--- src/hw/rtl/bis_pkg.sv ---
`default_nettype none

package bis_pkg;

	localparam int OP_W      = 1;
	localparam int INDEX_W   = 16;
	localparam int VALUE_W   = 32;
	localparam int COORD_W   = 17;
	localparam int DIM_W     = 9;
	localparam int CFG_IDX_W = 2;

	localparam logic [OP_W-1:0] OP_WRITE  = 1'b0;
	localparam logic [OP_W-1:0] OP_SAMPLE = 1'b1;

	localparam logic [CFG_IDX_W-1:0] CFG_WIDTH  = 2'd0;
	localparam logic [CFG_IDX_W-1:0] CFG_HEIGHT = 2'd1;

	localparam logic [DIM_W-1:0] DIM_RESET = 9'd256;

	typedef struct packed {
		logic vld;
		logic sample;
		logic ok;
		logic wr;
	} ctrl_t;

endpackage

`default_nettype wire

--- src/hw/rtl/bis_blend.sv ---
`default_nettype none

module bis_blend #(
	parameter int FRAC_BITS  = 8,
	parameter int PIXEL_BITS = 32
) (
	input  wire logic                                clk,
	input  wire logic                                arst_n,
	input  wire logic                                adv,
	input  wire bis_pkg::ctrl_t                      ctrl_s2,
	input  wire logic [FRAC_BITS-1:0]                fx_s2,
	input  wire logic [FRAC_BITS-1:0]                fy_s2,
	input  wire logic signed [PIXEL_BITS-1:0]        v00,
	input  wire logic signed [PIXEL_BITS-1:0]        v01,
	input  wire logic signed [PIXEL_BITS-1:0]        v10,
	input  wire logic signed [PIXEL_BITS-1:0]        v11,
	output logic                                     out_vld_q,
	output logic signed [bis_pkg::VALUE_W-1:0]       value_q,
	output logic                                     svalid_q
);

	localparam int PW = PIXEL_BITS + FRAC_BITS + 2;
	localparam int TW = PW + 1;
	localparam int MW = TW + FRAC_BITS + 2;
	localparam int SW = MW + 1;
	localparam logic [FRAC_BITS:0]     ONE  = (FRAC_BITS+1)'(1) << FRAC_BITS;
	localparam logic signed [SW-1:0]   HALF = SW'(1) << (2 * FRAC_BITS - 1);

	bis_pkg::ctrl_t           ctrl_s3, ctrl_s4, ctrl_s5, ctrl_s6;
	logic [FRAC_BITS-1:0]     fx_s3, fy_s3, fy_s4, fy_s5;
	logic [FRAC_BITS:0]       sfx, sfy;
	logic signed [PW-1:0]     p00_s4, p01_s4, p10_s4, p11_s4;
	logic signed [TW-1:0]     top_s5, bot_s5;
	logic signed [MW-1:0]     mt_s6, mb_s6;
	logic signed [SW-1:0]     tot;
	logic signed [PIXEL_BITS-1:0] res;

	always_comb begin
		sfx = ONE - {1'b0, fx_s3};
		sfy = ONE - {1'b0, fy_s5};
		tot = SW'(mt_s6) + SW'(mb_s6) + HALF;
		res = tot[2*FRAC_BITS+PIXEL_BITS-1:2*FRAC_BITS];
	end

	always_ff @(posedge clk or negedge arst_n) begin
		if (!arst_n) begin
			ctrl_s3   <= '0;
			ctrl_s4   <= '0;
			ctrl_s5   <= '0;
			ctrl_s6   <= '0;
			out_vld_q <= 1'b0;
		end else if (adv) begin
			ctrl_s3   <= ctrl_s2;
			ctrl_s4   <= ctrl_s3;
			ctrl_s5   <= ctrl_s4;
			ctrl_s6   <= ctrl_s5;
			out_vld_q <= ctrl_s6.vld && ctrl_s6.sample;
		end
	end

	always_ff @(posedge clk) begin
		if (adv) begin
			fx_s3    <= fx_s2;
			fy_s3    <= fy_s2;
			p00_s4   <= v00 * $signed({1'b0, sfx});
			p01_s4   <= v01 * $signed({1'b0, fx_s3});
			p10_s4   <= v10 * $signed({1'b0, sfx});
			p11_s4   <= v11 * $signed({1'b0, fx_s3});
			fy_s4    <= fy_s3;
			top_s5   <= TW'(p00_s4) + TW'(p01_s4);
			bot_s5   <= TW'(p10_s4) + TW'(p11_s4);
			fy_s5    <= fy_s4;
			mt_s6    <= top_s5 * $signed({1'b0, sfy});
			mb_s6    <= bot_s5 * $signed({1'b0, fy_s5});
			value_q  <= ctrl_s6.ok ? bis_pkg::VALUE_W'(res) : '0;
			svalid_q <= ctrl_s6.ok;
		end
	end

endmodule

`default_nettype wire
--- config.mk ---
export PLATFORM = sky130hd
export DESIGN_NAME = bis_blend
export DESIGN_NICKNAME = d
export VERILOG_FILES = /design/src/hw/rtl/bis_pkg.sv /design/src/hw/rtl/bis_blend.sv
export SDC_FILE = /design/constraint.sdc
export NUM_CORES = 2
export LEC_CHECK = 0
export ABC_AREA = 1
export BUFFER_PORTS_ARGS = -buffer_cell sky130_fd_sc_hd__buf_4
export CORE_ASPECT_RATIO = 2
export CORE_MARGIN = 3
export CORE_UTILIZATION = 64
export CTS_CLUSTER_DIAMETER = 50
export DETAILED_ROUTE_END_ITERATION = 12
export PLACE_DENSITY = 0.81
export REMOVE_ABC_BUFFERS = 1
export SYNTH_ARGS = -nofsm -noshare
export SYNTH_HDL_FRONTEND = slang
export SYNTH_SLANG_ARGS = --single-unit
--- constraint.sdc ---
create_clock -name clk -period 16.65 [get_ports clk]
set_input_delay 1.665 -clock clk [delete_from_list [all_inputs] [get_ports clk]]
set_output_delay 1.665 -clock clk [all_outputs]
set_load 0.01 [all_outputs]
# Word-level counts from Yosys, hierarchy flattened
# Index checks and enable logic that the tools add are counted.
# word_totals
mem_count,0
mem_bits_rw,0
mem_bits_ro,0
out_inout_bits,34
register_bits,426
word_cells,40
input_bits,151
latch_bits,0
# op_classes
n_div,0
eq_ne,0
muxes,0
n_bitwise,0
magnitude_cmp,0
n_shift,0
reduce_logical,1
add_sub_neg,6
multipliers,6
# op_table
cell,n
adder 42 x 41 -> 43 bit,2
multiplier 32 x 10 -> 42 bit,2
multiplier 32 x 9 -> 41 bit,2
"adder 48 x 17 -> 48 bit, second input constant",1
adder 48 bit,1
multiplier 43 x 10 -> 48 bit,1
multiplier 43 x 9 -> 48 bit,1
"subtractor 9 x 8 -> 9 bit, first input constant",2
logical AND 1 bit,1

# Depth between registers and ports, before layout
# depth
depth_word,2
ltp_mapped,34
depth_no_buf,31

# Worst setup path before layout
# No wires, ideal clock.
# synth_timing
path_kind,register to register
startpoint,register fx_s3[0]
endpoint,"register p00_s4[33], data pin"
t_arrival_ns,6.373
slack_ns,10.025
period_less_slack_ns,6.625
stages_incl_launch_ff,34
setup_time_ns,0.252
required_time_ns,16.398
path_buffers,5
cell_sequence,edfxtp_1 clkbuf_1 clkbuf_1 buf_1 inv_1 ha_1 nand2_1 nor2_1 nand2_1 o21ai_0 nand2_1 clkbuf_1 buf_1 nor2_1 fa_1 fa_1 inv_1 fa_1 inv_1 fa_1 inv_1 fa_1 inv_1 ha_1 nand2_1 inv_1 a21oi_1 nand2_1 a21boi_0 o21ai_0 nand3_1 nand2_1 nand2_1 nand2_1
# synth_between
elab_chain_cells,2
# synth_rtl
element,line_no,text
start: declaration,bis_blend.sv:30,"logic [FRAC_BITS-1:0] fx_s3, fy_s3, fy_s4, fy_s5;"
start signal: assignment,bis_blend.sv:63,fx_s3 <= fx_s2;
subtractor 9 x 8 -> 9 bit,bis_blend.sv:39,"sfx = ONE - {1'b0, fx_s3};"
multiplier 32 x 10 -> 42 bit,bis_blend.sv:65,"p00_s4 <= v00 * $signed({1'b0, sfx});"
end signal: assignment,bis_blend.sv:65,
end: declaration,bis_blend.sv:32,"logic signed [PW-1:0] p00_s4, p01_s4, p10_s4, p11_s4;"
# No other way between the ends.
# A chain may end at the register's enable or synchronous reset.

# Final worst setup path
# layout_timing
startpoint,register fx_s3[1]
endpoint,"register p10_s4[21], data pin"
# layout_between
elab_chain_cells,2
# layout_rtl
element,line_no,text
subtractor 9 x 8 -> 9 bit,bis_blend.sv:39,
multiplier 32 x 10 -> 42 bit,bis_blend.sv:67,"p10_s4 <= v10 * $signed({1'b0, sfx});"
end signal: assignment,bis_blend.sv:67,
end: declaration,bis_blend.sv:32,
# No other way between the ends.

==> flow_metrics.py <==
metrics = {
    "status": {
        "status": "complete, but fails checks",
        "failed_checks": "capacitance limit",
    },
    "clock_tree": {
        "ctsResizeCount": 0,
        "cts_buffers": 45,
        "postCtsSetupBuffers": 0,
        "cts_tree": "yes",
        "cts_hold_repair.buffers": 0,
        "cts-htree-levels": 2,
        "cts_root_buf": "clkbuf_16",
        "worstSkewPairLatency_ns": 0.67,
        "clk_path_buf_depth": 3,
        "path_clk_slew_ns": 0.07,
        "cts_sinks": 426,
    },
    "route": {
        "vias_per_cell": 5.78,
        "vias": 76600,
        "route.antenna.remaining_nets": 0,
        "post-route-drc-count": 0,
        "drtPass1Iterations": 9,
        "post_drt_wl_per_cell_um": 22.7,
        "drt-initial-drc-count": 5903,
        "drt-total-wl_mm": 301,
    },
    "placement": {
        "dp.cells": 13100,
        "gp_congestion": 1.07,
        "place_hpwl_mm": 248,
        "numPortBuffers": 183,
    },
    "logic_synthesis": {
        "synth_edf_count": 413,
        "syn_area_um2": 87600,
        "synth_top_area_share_pct": 32.1,
        "ys_types": 46,
        "synth.most_common_cell": "inv_1",
        "syn_inst": 11500,
        "synth_top_flop_cell": "edfxtp_1",
        "synth-seq-area-share_pct": 14.5,
        "async_flop_share_pct": 3.05,
        "syn_area_per_cell_um2": 7.64,
        "yosys_register_bits": 426,
        "yosys.area.top_type": "fa_1",
        "synth_area_leaders": "fa_1 32%, edfxtp_1 14%, inv_1 13%",
        "synth_commonest_cells": "2939 x inv_1, 2513 x nand2_1, 1403 x fa_1",
        "ys_warn_count": 0,
    },
    "floorplanning": {
        "start_util_pct": 64.5,
        "die_w_um": 268,
        "rows": 191,
        "die_height_um": 529,
        "core_area_um2": 136000,
        "io_pins": 185,
        "die_area_um2": 142000,
    },
    "final_layout": {
        "final_cell_count_no_fill": 13300,
        "fin_util_pct": 67.8,
        "layout-drive-gt1-share_pct": 3.06,
        "area_growth_pct": 5.01,
        "nets": 13700,
    },
    "job": {
        "maxCapViolations": 1,
    },
    "critical_path": {
        "crit_type": "reg -> reg",
        "crit_path_end_kind": "flop",
        "start_kind": "flop",
        "crit_arrival_ns": 9.22,
        "required_ns": 17.11,
        "critPathMaxFanout": 66,
    },
    "timing": {
        "fin_worst_skew_ns": 0.0505,
        "fin_crit_ns": 8.76,
        "rsz0062_at_grt": "no",
        "hold_viol_final": 0,
        "setup_viol": 0,
        "tns_ns": 0,
        "relSlewSlack_pct": 1.31,
        "max_freq_mhz": 114,
        "fin_crit_sh_pct": 52.6,
        "worst_slew_pin_slew_ns": 1.47,
        "report.final.slew_viol_count": 0,
    },
    "worst_hold_path": {
        "worstHoldPathType": "reg -> reg",
    },
    "global_routing": {
        "grt_pass1_vias": 83300,
        "globalRoute.totalOverflow": 0,
        "grt_pass1_wl_mm": 461,
        "grt_max_degree": 131,
        "grt_antenna_before_repair": 45,
        "grt.total_usage_pct": 43.8,
    },
}
cells in the final DEF, fill, tap and decap left out, types with 5 or more instances in the layout:
| cell | instances |
|---|---|
| inv_1 | 2939 |
| nand2_1 | 2510 |
| fa_1 | 1403 |
| nor2_1 | 1321 |
| ha_1 | 713 |
| a21oi_1 | 486 |
| edfxtp_1 | 413 |
| o21ai_0 | 352 |
| nand3_1 | 276 |
| buf_4 | 231 |
| xor2_1 | 229 |
| xnor2_1 | 83 |
| nor3_1 | 74 |
| o21bai_1 | 63 |
| nand4_1 | 56 |
| a31oi_1 | 53 |
| a21o_1 | 46 |
| clkbuf_16 | 45 |
| a21boi_0 | 36 |
| diode_2 | 30 |
| nor4_1 | 21 |
| o211ai_1 | 13 |
| nor2_2 | 13 |
| o21a_1 | 13 |
| dfrtp_1 | 13 |
| clkinv_8 | 10 |
| inv_6 | 8 |
| clkinv_4 | 7 |
| and3_1 | 6 |
| buf_8 | 5 |
layer usage:
metal  GRT usage, %  up-vias  routed length [um]
li1               -    34200                   -
met1           39.5    36700               85800
met2           75.8     3953              150000
met3           12.2     1750               25000
met4           44.8       34               39400
met5              0        -                 234
flip-flops by register name (all words and copies together), names as in the netlist, 32 cells and up:
signal,flops
mb_s6,48
mt_s6,48
bot_s5,43
top_s5,43
p00_s4,42
p10_s4,42
p01_s4,41
p11_s4,41
value_q,32
through the flow:
stage          cell area [um^2]  hold WS (ns)  setup slack (ns)
2_1_floorplan             86300         0.400              8.17
3_3_place_gp              90200         0.401              8.54
3_5_place_dp              90200         0.405              8.37
4_1_cts                   91800         0.426              8.31
5_1_grt                   91900         0.429              7.88
6_report                  92000         0.425              7.89
critical path: stages (launching register included):
cell      delay (ns)
edfxtp_1        0.34
buf_4           0.69
inv_1           0.11
ha_2            0.22
nand2_1         0.10
nand2_1         0.47
inv_2           0.54
buf_4           0.54
nand2_1         0.17
fa_1            0.54
inv_1           0.06
fa_1            0.49
inv_1           0.06
fa_1            0.53
inv_1           0.05
fa_1            0.48
inv_1           0.05
fa_1            0.47
inv_1           0.05
ha_1            0.34
nand2_1         0.19
inv_1           0.06
a21oi_1         0.25
nand2_1         0.28
a21boi_1        0.43
o21ai_0         0.36
a21oi_1         0.25
xor2_1          0.23
final cells by class:
cell class	count	area [um^2]
multi-input combinational	7798	62600
fill	10900	43700
sequential	426	12700
inverter	2942	11000
tap	1737	2170
timing repair buffer	238	1840
clock buffer	45	1130
clock inverter	37	417
antenna	30	75.1
worst paths after layout:
check	start	endpoint	slack, ns	depth (start not counted)
setup / recovery	fx_s3[1]	p10_s4[21]	7.89	27
max in group asynchronous	arst_n	ctrl_s3[3]	15.63	1
hold reg to reg	fy_s3[6]	fy_s4[6]	0.42	0
hold / removal	fy_s3[6]	fy_s4[6]	0.42	0
setup reg to reg	fx_s3[1]	p10_s4[21]	7.89	27
min in group asynchronous	arst_n	ctrl_s6[1]	0.85	1
cells by family after synthesis:
group	after synthesis	share of synthesized area (%)
flops	426	14.5
xor+xnor	317	3.19
mux	1	0.0129
fa+ha+maj	2117	42.3
buf+inv	3243	14.1
simple gates	4293	19.2
compound gates	1070	6.70
Power is not shown: default switching activity piles up to over one toggle a cycle in this logic, so the estimate is an artifact.
