`src/hw/rtl/bis_pkg.sv`:
```
`default_nettype none

package bis_pkg;

	localparam int OP_W      = 1;
	localparam int INDEX_W   = 16;
	localparam int VALUE_W   = 32;
	localparam int COORD_W   = 17;
	localparam int DIM_W     = 9;
	localparam int CFG_IDX_W = 2;

	localparam logic [OP_W-1:0] OP_WRITE  = 1'b0;
	localparam logic [OP_W-1:0] OP_SAMPLE = 1'b1;

	localparam logic [CFG_IDX_W-1:0] CFG_WIDTH  = 2'd0;
	localparam logic [CFG_IDX_W-1:0] CFG_HEIGHT = 2'd1;

	localparam logic [DIM_W-1:0] DIM_RESET = 9'd256;

	typedef struct packed {
		logic vld;
		logic sample;
		logic ok;
		logic wr;
	} ctrl_t;

endpackage

`default_nettype wire

```
`src/hw/rtl/bis_addr.sv`:
```
`default_nettype none

module bis_addr #(
	parameter int MAX_WIDTH  = 256,
	parameter int MAX_HEIGHT = 256,
	parameter int FRAC_BITS  = 8,
	parameter int PIXEL_BITS = 32,
	localparam int DEPTH = MAX_WIDTH * MAX_HEIGHT,
	localparam int AW    = $clog2(DEPTH),
	localparam int WLW   = $clog2(MAX_WIDTH + 1),
	localparam int HLW   = $clog2(MAX_HEIGHT + 1)
) (
	input  wire logic                                clk,
	input  wire logic                                arst_n,
	input  wire logic                                adv,
	input  wire logic                                vld_s1,
	input  wire logic [bis_pkg::OP_W-1:0]            op_s1,
	input  wire logic [bis_pkg::INDEX_W-1:0]         idx_s1,
	input  wire logic signed [bis_pkg::VALUE_W-1:0]  value_s1,
	input  wire logic signed [bis_pkg::COORD_W-1:0]  x_s1,
	input  wire logic signed [bis_pkg::COORD_W-1:0]  y_s1,
	input  wire logic [WLW-1:0]                      wlim,
	input  wire logic [HLW-1:0]                      hlim,
	output bis_pkg::ctrl_t                           ctrl_s2,
	output logic [FRAC_BITS-1:0]                     fx_s2,
	output logic [FRAC_BITS-1:0]                     fy_s2,
	output logic [AW-1:0]                            base_s2,
	output logic [AW-1:0]                            widx_s2,
	output logic [PIXEL_BITS-1:0]                    wdata_s2
);

	logic signed [bis_pkg::COORD_W-1:0] xi;
	logic signed [bis_pkg::COORD_W-1:0] yi;
	logic                               x_ok;
	logic                               y_ok;
	logic                               is_sample;
	logic                               wr_ok;
	logic [AW:0]                        base;

	always_comb begin
		xi        = x_s1 >>> FRAC_BITS;
		yi        = y_s1 >>> FRAC_BITS;
		x_ok      = !xi[bis_pkg::COORD_W-1] &&
			((18'(xi[bis_pkg::COORD_W-2:0]) + 18'd1) < 18'(wlim));
		y_ok      = !yi[bis_pkg::COORD_W-1] &&
			((18'(yi[bis_pkg::COORD_W-2:0]) + 18'd1) < 18'(hlim));
		is_sample = (op_s1 == bis_pkg::OP_SAMPLE);
		wr_ok     = (op_s1 == bis_pkg::OP_WRITE) && (32'(idx_s1) < 32'(DEPTH));
		base      = (AW+1)'(yi[bis_pkg::COORD_W-2:0]) * (AW+1)'(wlim)
			+ (AW+1)'(xi[bis_pkg::COORD_W-2:0]);
	end

	always_ff @(posedge clk or negedge arst_n) begin
		if (!arst_n) begin
			ctrl_s2 <= '0;
		end else if (adv) begin
			ctrl_s2.vld    <= vld_s1;
			ctrl_s2.sample <= is_sample;
			ctrl_s2.ok     <= is_sample && x_ok && y_ok;
			ctrl_s2.wr     <= wr_ok;
		end
	end

	always_ff @(posedge clk) begin
		if (adv) begin
			fx_s2    <= x_s1[FRAC_BITS-1:0];
			fy_s2    <= y_s1[FRAC_BITS-1:0];
			base_s2  <= base[AW-1:0];
			widx_s2  <= AW'(idx_s1);
			wdata_s2 <= PIXEL_BITS'($unsigned(value_s1));
		end
	end

endmodule

`default_nettype wire

```
`config.mk`:
```
export PLATFORM = sky130hd
export DESIGN_NAME = bis_addr
export DESIGN_NICKNAME = d
export VERILOG_FILES = /design/src/hw/rtl/bis_pkg.sv /design/src/hw/rtl/bis_addr.sv
export SDC_FILE = /design/constraint.sdc
export NUM_CORES = 1
export LEC_CHECK = 0
export ABC_AREA = 0
export BUFFER_PORTS_ARGS = -buffer_cell sky130_fd_sc_hd__buf_2
export CAP_MARGIN = 20
export CORE_AREA = 5 5 111 113
export CTS_BUF_LIST = sky130_fd_sc_hd__clkbuf_4
export DETAILED_ROUTE_END_ITERATION = 7
export DIE_AREA = 0 0 116 118
export GPL_TIMING_DRIVEN = 0
export PLACE_DENSITY = 0.87
export REMOVE_ABC_BUFFERS = 1
export SLEW_MARGIN = 20
export SYNTH_ARGS = -nofsm -noshare
export SYNTH_HDL_FRONTEND = slang
export SYNTH_SLANG_ARGS = --single-unit
```
`constraint.sdc`:
```
create_clock -name clk -period 2.5 [get_ports clk]
set_clock_uncertainty 0.1 [all_clocks]
set_input_delay 0.125 -clock clk [delete_from_list [all_inputs] [get_ports clk]]
set_output_delay 0.125 -clock clk [all_outputs]
set_load 0.005 [all_outputs]
```
After elaboration in Yosys (flattened, before gate mapping)
Index checks and enable logic that the tools add are counted.

Register bits: 84. Bits of input ports: 105. Output and inout bits: 84. Logic and storage cells: 22.

Add/subtract/negate cells: 3. Multipliers: 1. Magnitude comparators: 2. Bitwise operators: 1. Reduce and logical (&&, ||, !) cells: 6.

Operators with widths (count): 16-bit by 1-bit adder with 17-bit output (second input constant) (2); 17-bit by 9-bit less-than comparator with 1-bit output (2); 16-bit adder (1); 16-bit by 9-bit multiplier with 16-bit output (1); 1-bit logical AND (4); 1-bit zero test (2); 1-bit NOT (1).

Logic depth before layout (Yosys ltp)
Depth after elaboration: 5. Gate-level depth with buffers: 19. Gate-level depth less buffers: 18.

Worst setup path before layout
OpenSTA, ideal clock, no wires.

Path type: input -> register. Start: in y_s1[16] (netlist bit). End: reg base_s2[13], data pin. Setup time: 261 ps. Data arrival time: 4688 ps. Required time: 2139 ps. Path slack: -2549 ps. Cell stages on the path: 17. Path buffers: 1. Cell sequence: clkbuf_1 -> and2_1 -> fa_1 -> inv_1 -> fa_1 -> inv_1 -> fa_1 -> fa_1 -> inv_1 -> fa_1 -> inv_1 -> ha_1 -> o211ai_1 -> a21boi_1 -> a21boi_0 -> nor4_1 -> a311o_1.

Longest elaborated chain between the ends: 2.

Ends and longest elaborated chain: from (decl) (RTL line bis_addr.sv:21) `input wire logic signed [bis_pkg::COORD_W-1:0] y_s1,`; 16-bit by 9-bit multiplier with 16-bit output (RTL line bis_addr.sv:49) `base = (AW+1)'(yi[bis_pkg::COORD_W-2:0]) * (AW+1)'(wlim)`; 16-bit adder (RTL line bis_addr.sv:50) `+ (AW+1)'(xi[bis_pkg::COORD_W-2:0]);`; named net base[13] (RTL line bis_addr.sv:38) `logic [AW:0] base;`; to (signal assigned) (RTL line bis_addr.sv:68) `base_s2 <= base[AW-1:0];`; to (decl) (RTL line bis_addr.sv:27) `output logic [AW-1:0] base_s2,`.

The timed path passes the listed nets, and every way through them passes these cells. A chain may end at the register's enable or synchronous reset.

Worst setup path in the final report
Start: in wlim[2]. End: reg base_s2[12], data pin.

Longest elaborated chain between the ends: 2.

Ends and longest elaborated chain: from (decl) (RTL line bis_addr.sv:22) `input wire logic [WLW-1:0] wlim,`; 16-bit by 9-bit multiplier with 16-bit output (RTL line bis_addr.sv:49); 16-bit adder (RTL line bis_addr.sv:50); named net base[12] (RTL line bis_addr.sv:38).

The timed path passes the listed nets, and every way through them passes these cells.

==> flow_summary.json <==
{
  "cp.arrival_ps": 4360,
  "via_count_of_the_first_global_routing_pass": 5753,
  "avgRoutedWirePerCell_um": 21.2,
  "floorplan.die.width_um": 116,
  "cp_top_family": "adder cells",
  "synthAdderAreaFrac": 0.329,
  "wirelength_mm": 21.1,
  "ys_seq_elements": 84,
  "finalMaxSlewViolations": 0,
  "finalWorstPathRequiredPeriod_ps": 4270,
  "tritoncts": "built",
  "starting_utilization_of_the_core_area": 0.568,
  "grt_setup_unrepaired": "true",
  "timing_worst_slew_pin_value_ps": 490,
  "numClockSinks": 84,
  "sequentialPowerShare": 0.198,
  "number_of_antenna_violations_at_the_first_check_in_global_routing": 0,
  "cp_slowest_cell": "fa_1",
  "ys_seq_area_frac": 0.393,
  "number_of_standard_cell_rows_in_the_floorplan": 39,
  "worst_hold_slack_ps": 46.0,
  "die_y_um": 118,
  "post_synth_and_or_nand_nor_area_fraction": 0.102,
  "placeableCoreArea_um2": 11200,
  "clock_power_share": 0.075,
  "postSynthCellCount": 547,
  "path_cells": "buf_12, nand2_2, fa_1, inv_1, fa_1, ha_4, fa_1, inv_1, fa_1, inv_2, ha_4, o21a_1, o21a_1, and2_4, or4_4, a21oi_4, xnor2_2",
  "yosys-mux-area-fraction": 0.00510,
  "syn-mean-instance-area_um2": 11.7,
  "global_route_wire_length_before_repair_mm": 30.5,
  "num_antenna_cells": 0,
  "worstPathRequired_ps": 2590,
  "finalCoreUtilization": 0.841,
  "combinationalPowerShare": 0.726,
  "finalCritPeriodShare": 1.71,
  "timing.critical_path.to_type": "flip-flop",
  "drt_drc_violations_left": 0,
  "post_synth_instance_area_um2": 6370,
  "top_layer": "met4",
  "total_of_warnings_raised_by_yosys": 0,
  "net_switching_component_of_the_power_w": 0.00419,
  "portBuffers": 188,
  "grt_start_max_net_pins": 59,
  "total_global_routing_overflow": 0,
  "cap_violations": 0,
  "drt_pre_antenna_iters": 5,
  "worst_ir_drop_vdd_v": 0.00105,
  "drt.antenna.violating_nets": 0,
  "place.gp.congestion": 0.883,
  "root_buffer": "clkbuf_4",
  "clk_pin_slew_ps": 140,
  "maxSlewHeadroom": 0.673,
  "path_max_fanout": 8,
  "routed-wl-met2_mm": 11.1,
  "die_area_um2": 13700,
  "detailed_place.area_um2": 7460,
  "clk_path_buf_depth": 2,
  "failed_checks": "negative setup slack",
  "htreeDepth": 3,
  "crit_path_max_incr_delay_ps": 540,
  "run_status": "finished with violations",
  "synth_compound_gate_area_share": 0.0491,
  "achievable-frequency_mhz": 234,
  "synth_top_family_by_area": "adder cells",
  "intPower_w": 0.00620,
  "worstSkewPairLatency_ps": 430,
  "place.detailed.hpwl_mm": 12.6,
  "proportion_of_layout_cells_with_a_drive_suffix_above_1": 0.419,
  "number_of_drc_violations_after_detailed_routing_iteration_0": 453,
  "fin_setup_tns_ps": -16650,
  "timing.critical_path.mode_cell": "fa_1",
  "layout.cell_area.non_filler_um2": 9440,
  "cp-start-kind": "input port",
  "worstSetupPathType": "input port to flip-flop",
  "final.setup.worst_slack_ps": -1770,
  "dp_slack_ps": -2940,
  "grtUsageTotal": 0.288,
  "nNetsFinal": 1074,
  "routedLengthMet1_mm": 7.08,
  "post_synth_xor_area_fraction": 0.0467,
  "detailroute.via_count": 5533,
  "power.share.switching": 0.403,
  "flow.area_growth_from_synthesis_pct": 48.2,
  "detail_route.vias_per_cell": 5.57,
  "routed-wl-met3_mm": 1.82,
  "static-leakage-power_nw": 4.39,
  "setup_viol": 12,
  "final_hold_violating_endpoints": 0,
  "worstHoldPathType": "input port to flip-flop",
  "synth_cell_type_count": 44,
  "bufs_and_invs_on_worst_path": 4,
  "power-per-cell-area_nw_per_um2": 1100,
  "clock_buffers_created_by_tritoncts": 9,
  "io_pins": 189
}
-- power by group through the flow --
stage	Combinational (W)	Clock, W	Sequential [W]
after floorplan	0.00352	0	0.00212
after global placement	0.00446	0	0.00207
after detailed placement	0.00471	0	0.00209
after CTS	0.00632	0.000793	0.00206
after global routing	0.00813	0.000850	0.00208
final	0.00755	0.000781	0.00206
-- placed cells by master (no fill, tap or decap), drive strengths merged, types with 2 or more instances in the layout --
master	count
buf	232
inv	110
edfxtp	80
fa	73
dlygate4sd3	69
ha	51
nand2	48
and2	39
xnor2	27
nor2	14
clkbuf	13
a21oi	12
nand3	9
o21ai	8
xor2	7
a21o	6
a211oi	6
dfrtp	4
clkinv	4
o21a	3
nor3	3
nor2b	3
and3	2
nand4	2
mux2	2
nor4b	2
or3	2
a21boi	2
nor4	2
a311o	2
-- cells by family after synthesis --
family          count (synthesis)
compound gates                 46
fa+ha+maj                     124
buf+inv                       127
xor+xnor                       34
mux                             3
simple gates                  129
flops                          84
-- stage by stage --
stage	total power (W)	instances
after global placement	0.00654	861
after floorplan	0.00564	530
after global routing	0.0111	993
after detailed placement	0.00679	862
final	0.0104	993
after CTS	0.00917	966
-- registers in the layout, indices dropped and copies added, names as in the netlist --
| register | flops |
|---|---|
| fx_s2 | 8 |
| wdata_s2 | 32 |
| ctrl_s2 | 4 |
| widx_s2 | 16 |
| fy_s2 | 8 |
| base_s2 | 16 |
-- path summary, 6_finish.rpt --
check	startpoint	to	slack, ps	cells past startpoint
worst min register to register	ctrl_s2[0]	ctrl_s2[0]	440	2
worst max register to register	ctrl_s2[1]	ctrl_s2[1]	1300	4
min in group asynchronous	arst_n	ctrl_s2[1]	460	3
worst max-delay path	wlim[2]	base_s2[12]	-1770	17
max in group asynchronous	arst_n	ctrl_s2[2]	1680	3
worst min-delay path	adv	wdata_s2[4]	50	1
-- layout make-up --
class / count / area (µm²)
Clock buffer: 10 / 75.1
Clock inverter: 6 / 65.1
Fill cell: 553 / 1780
Inverter: 110 / 418
Multi-Input combinational cell: 336 / 3880
Sequential cell: 84 / 2500
Tap cell: 143 / 179
Timing Repair Buffer: 304 / 2320
-- cells in the mapped netlist, drive strengths merged --
cell type / count / area (µm²)
nor2: 14 / 52.6
or4: 1 / 11.3
edfxtp: 80 / 2400
o21bai: 1 / 7.51
nor4: 2 / 12.5
xor2: 7 / 61.3
o31ai: 1 / 7.51
a31oi: 1 / 6.26
nand4: 2 / 12.5
a211oi: 6 / 50.1
o21a: 3 / 22.5
nor2b: 3 / 18.8
nand2: 48 / 180
nand2b: 1 / 6.26
ha: 51 / 638
o22a: 1 / 8.76
a221oi: 1 / 8.76
dfrtp: 4 / 100
a21o: 6 / 45.0
fa: 73 / 1460
o21ai: 8 / 40.0
a22o: 1 / 8.76
clkbuf: 17 / 63.8
a21oi: 12 / 63.8
nor4b: 2 / 17.5
and3: 2 / 12.5
inv: 110 / 413
nor3: 3 / 15.0
a311o: 2 / 21.3
xnor2: 27 / 236
and4: 1 / 8.76
a21boi: 2 / 15.0
mux2: 2 / 22.5
or3: 2 / 12.5
nand3: 9 / 45.0
o211ai: 1 / 7.51
and2: 39 / 246
mux2i: 1 / 10.0
-- timing repair --
| item | in CTS | in global routing |
|---|---|---|
| cloned | 0 | 3 |
| hold endpoints to repair | 72 | 0 |
| gates resized for setup | 127 | 60 |
| pin swaps | 55 | 59 |
| setup buffers | 19 | 24 |
| hold buffers | 69 | 0 |
| endpoints found under the setup margin | 13 | 13 |
-- routing by layer --
layer	up-vias	track usage
met3	96	0.0530
met1	2715	0.335
li1	2355	-
met4	0	0.0972
met5	-	0
met2	367	0.526
Note: power is estimated with default switching activity, not from simulation.
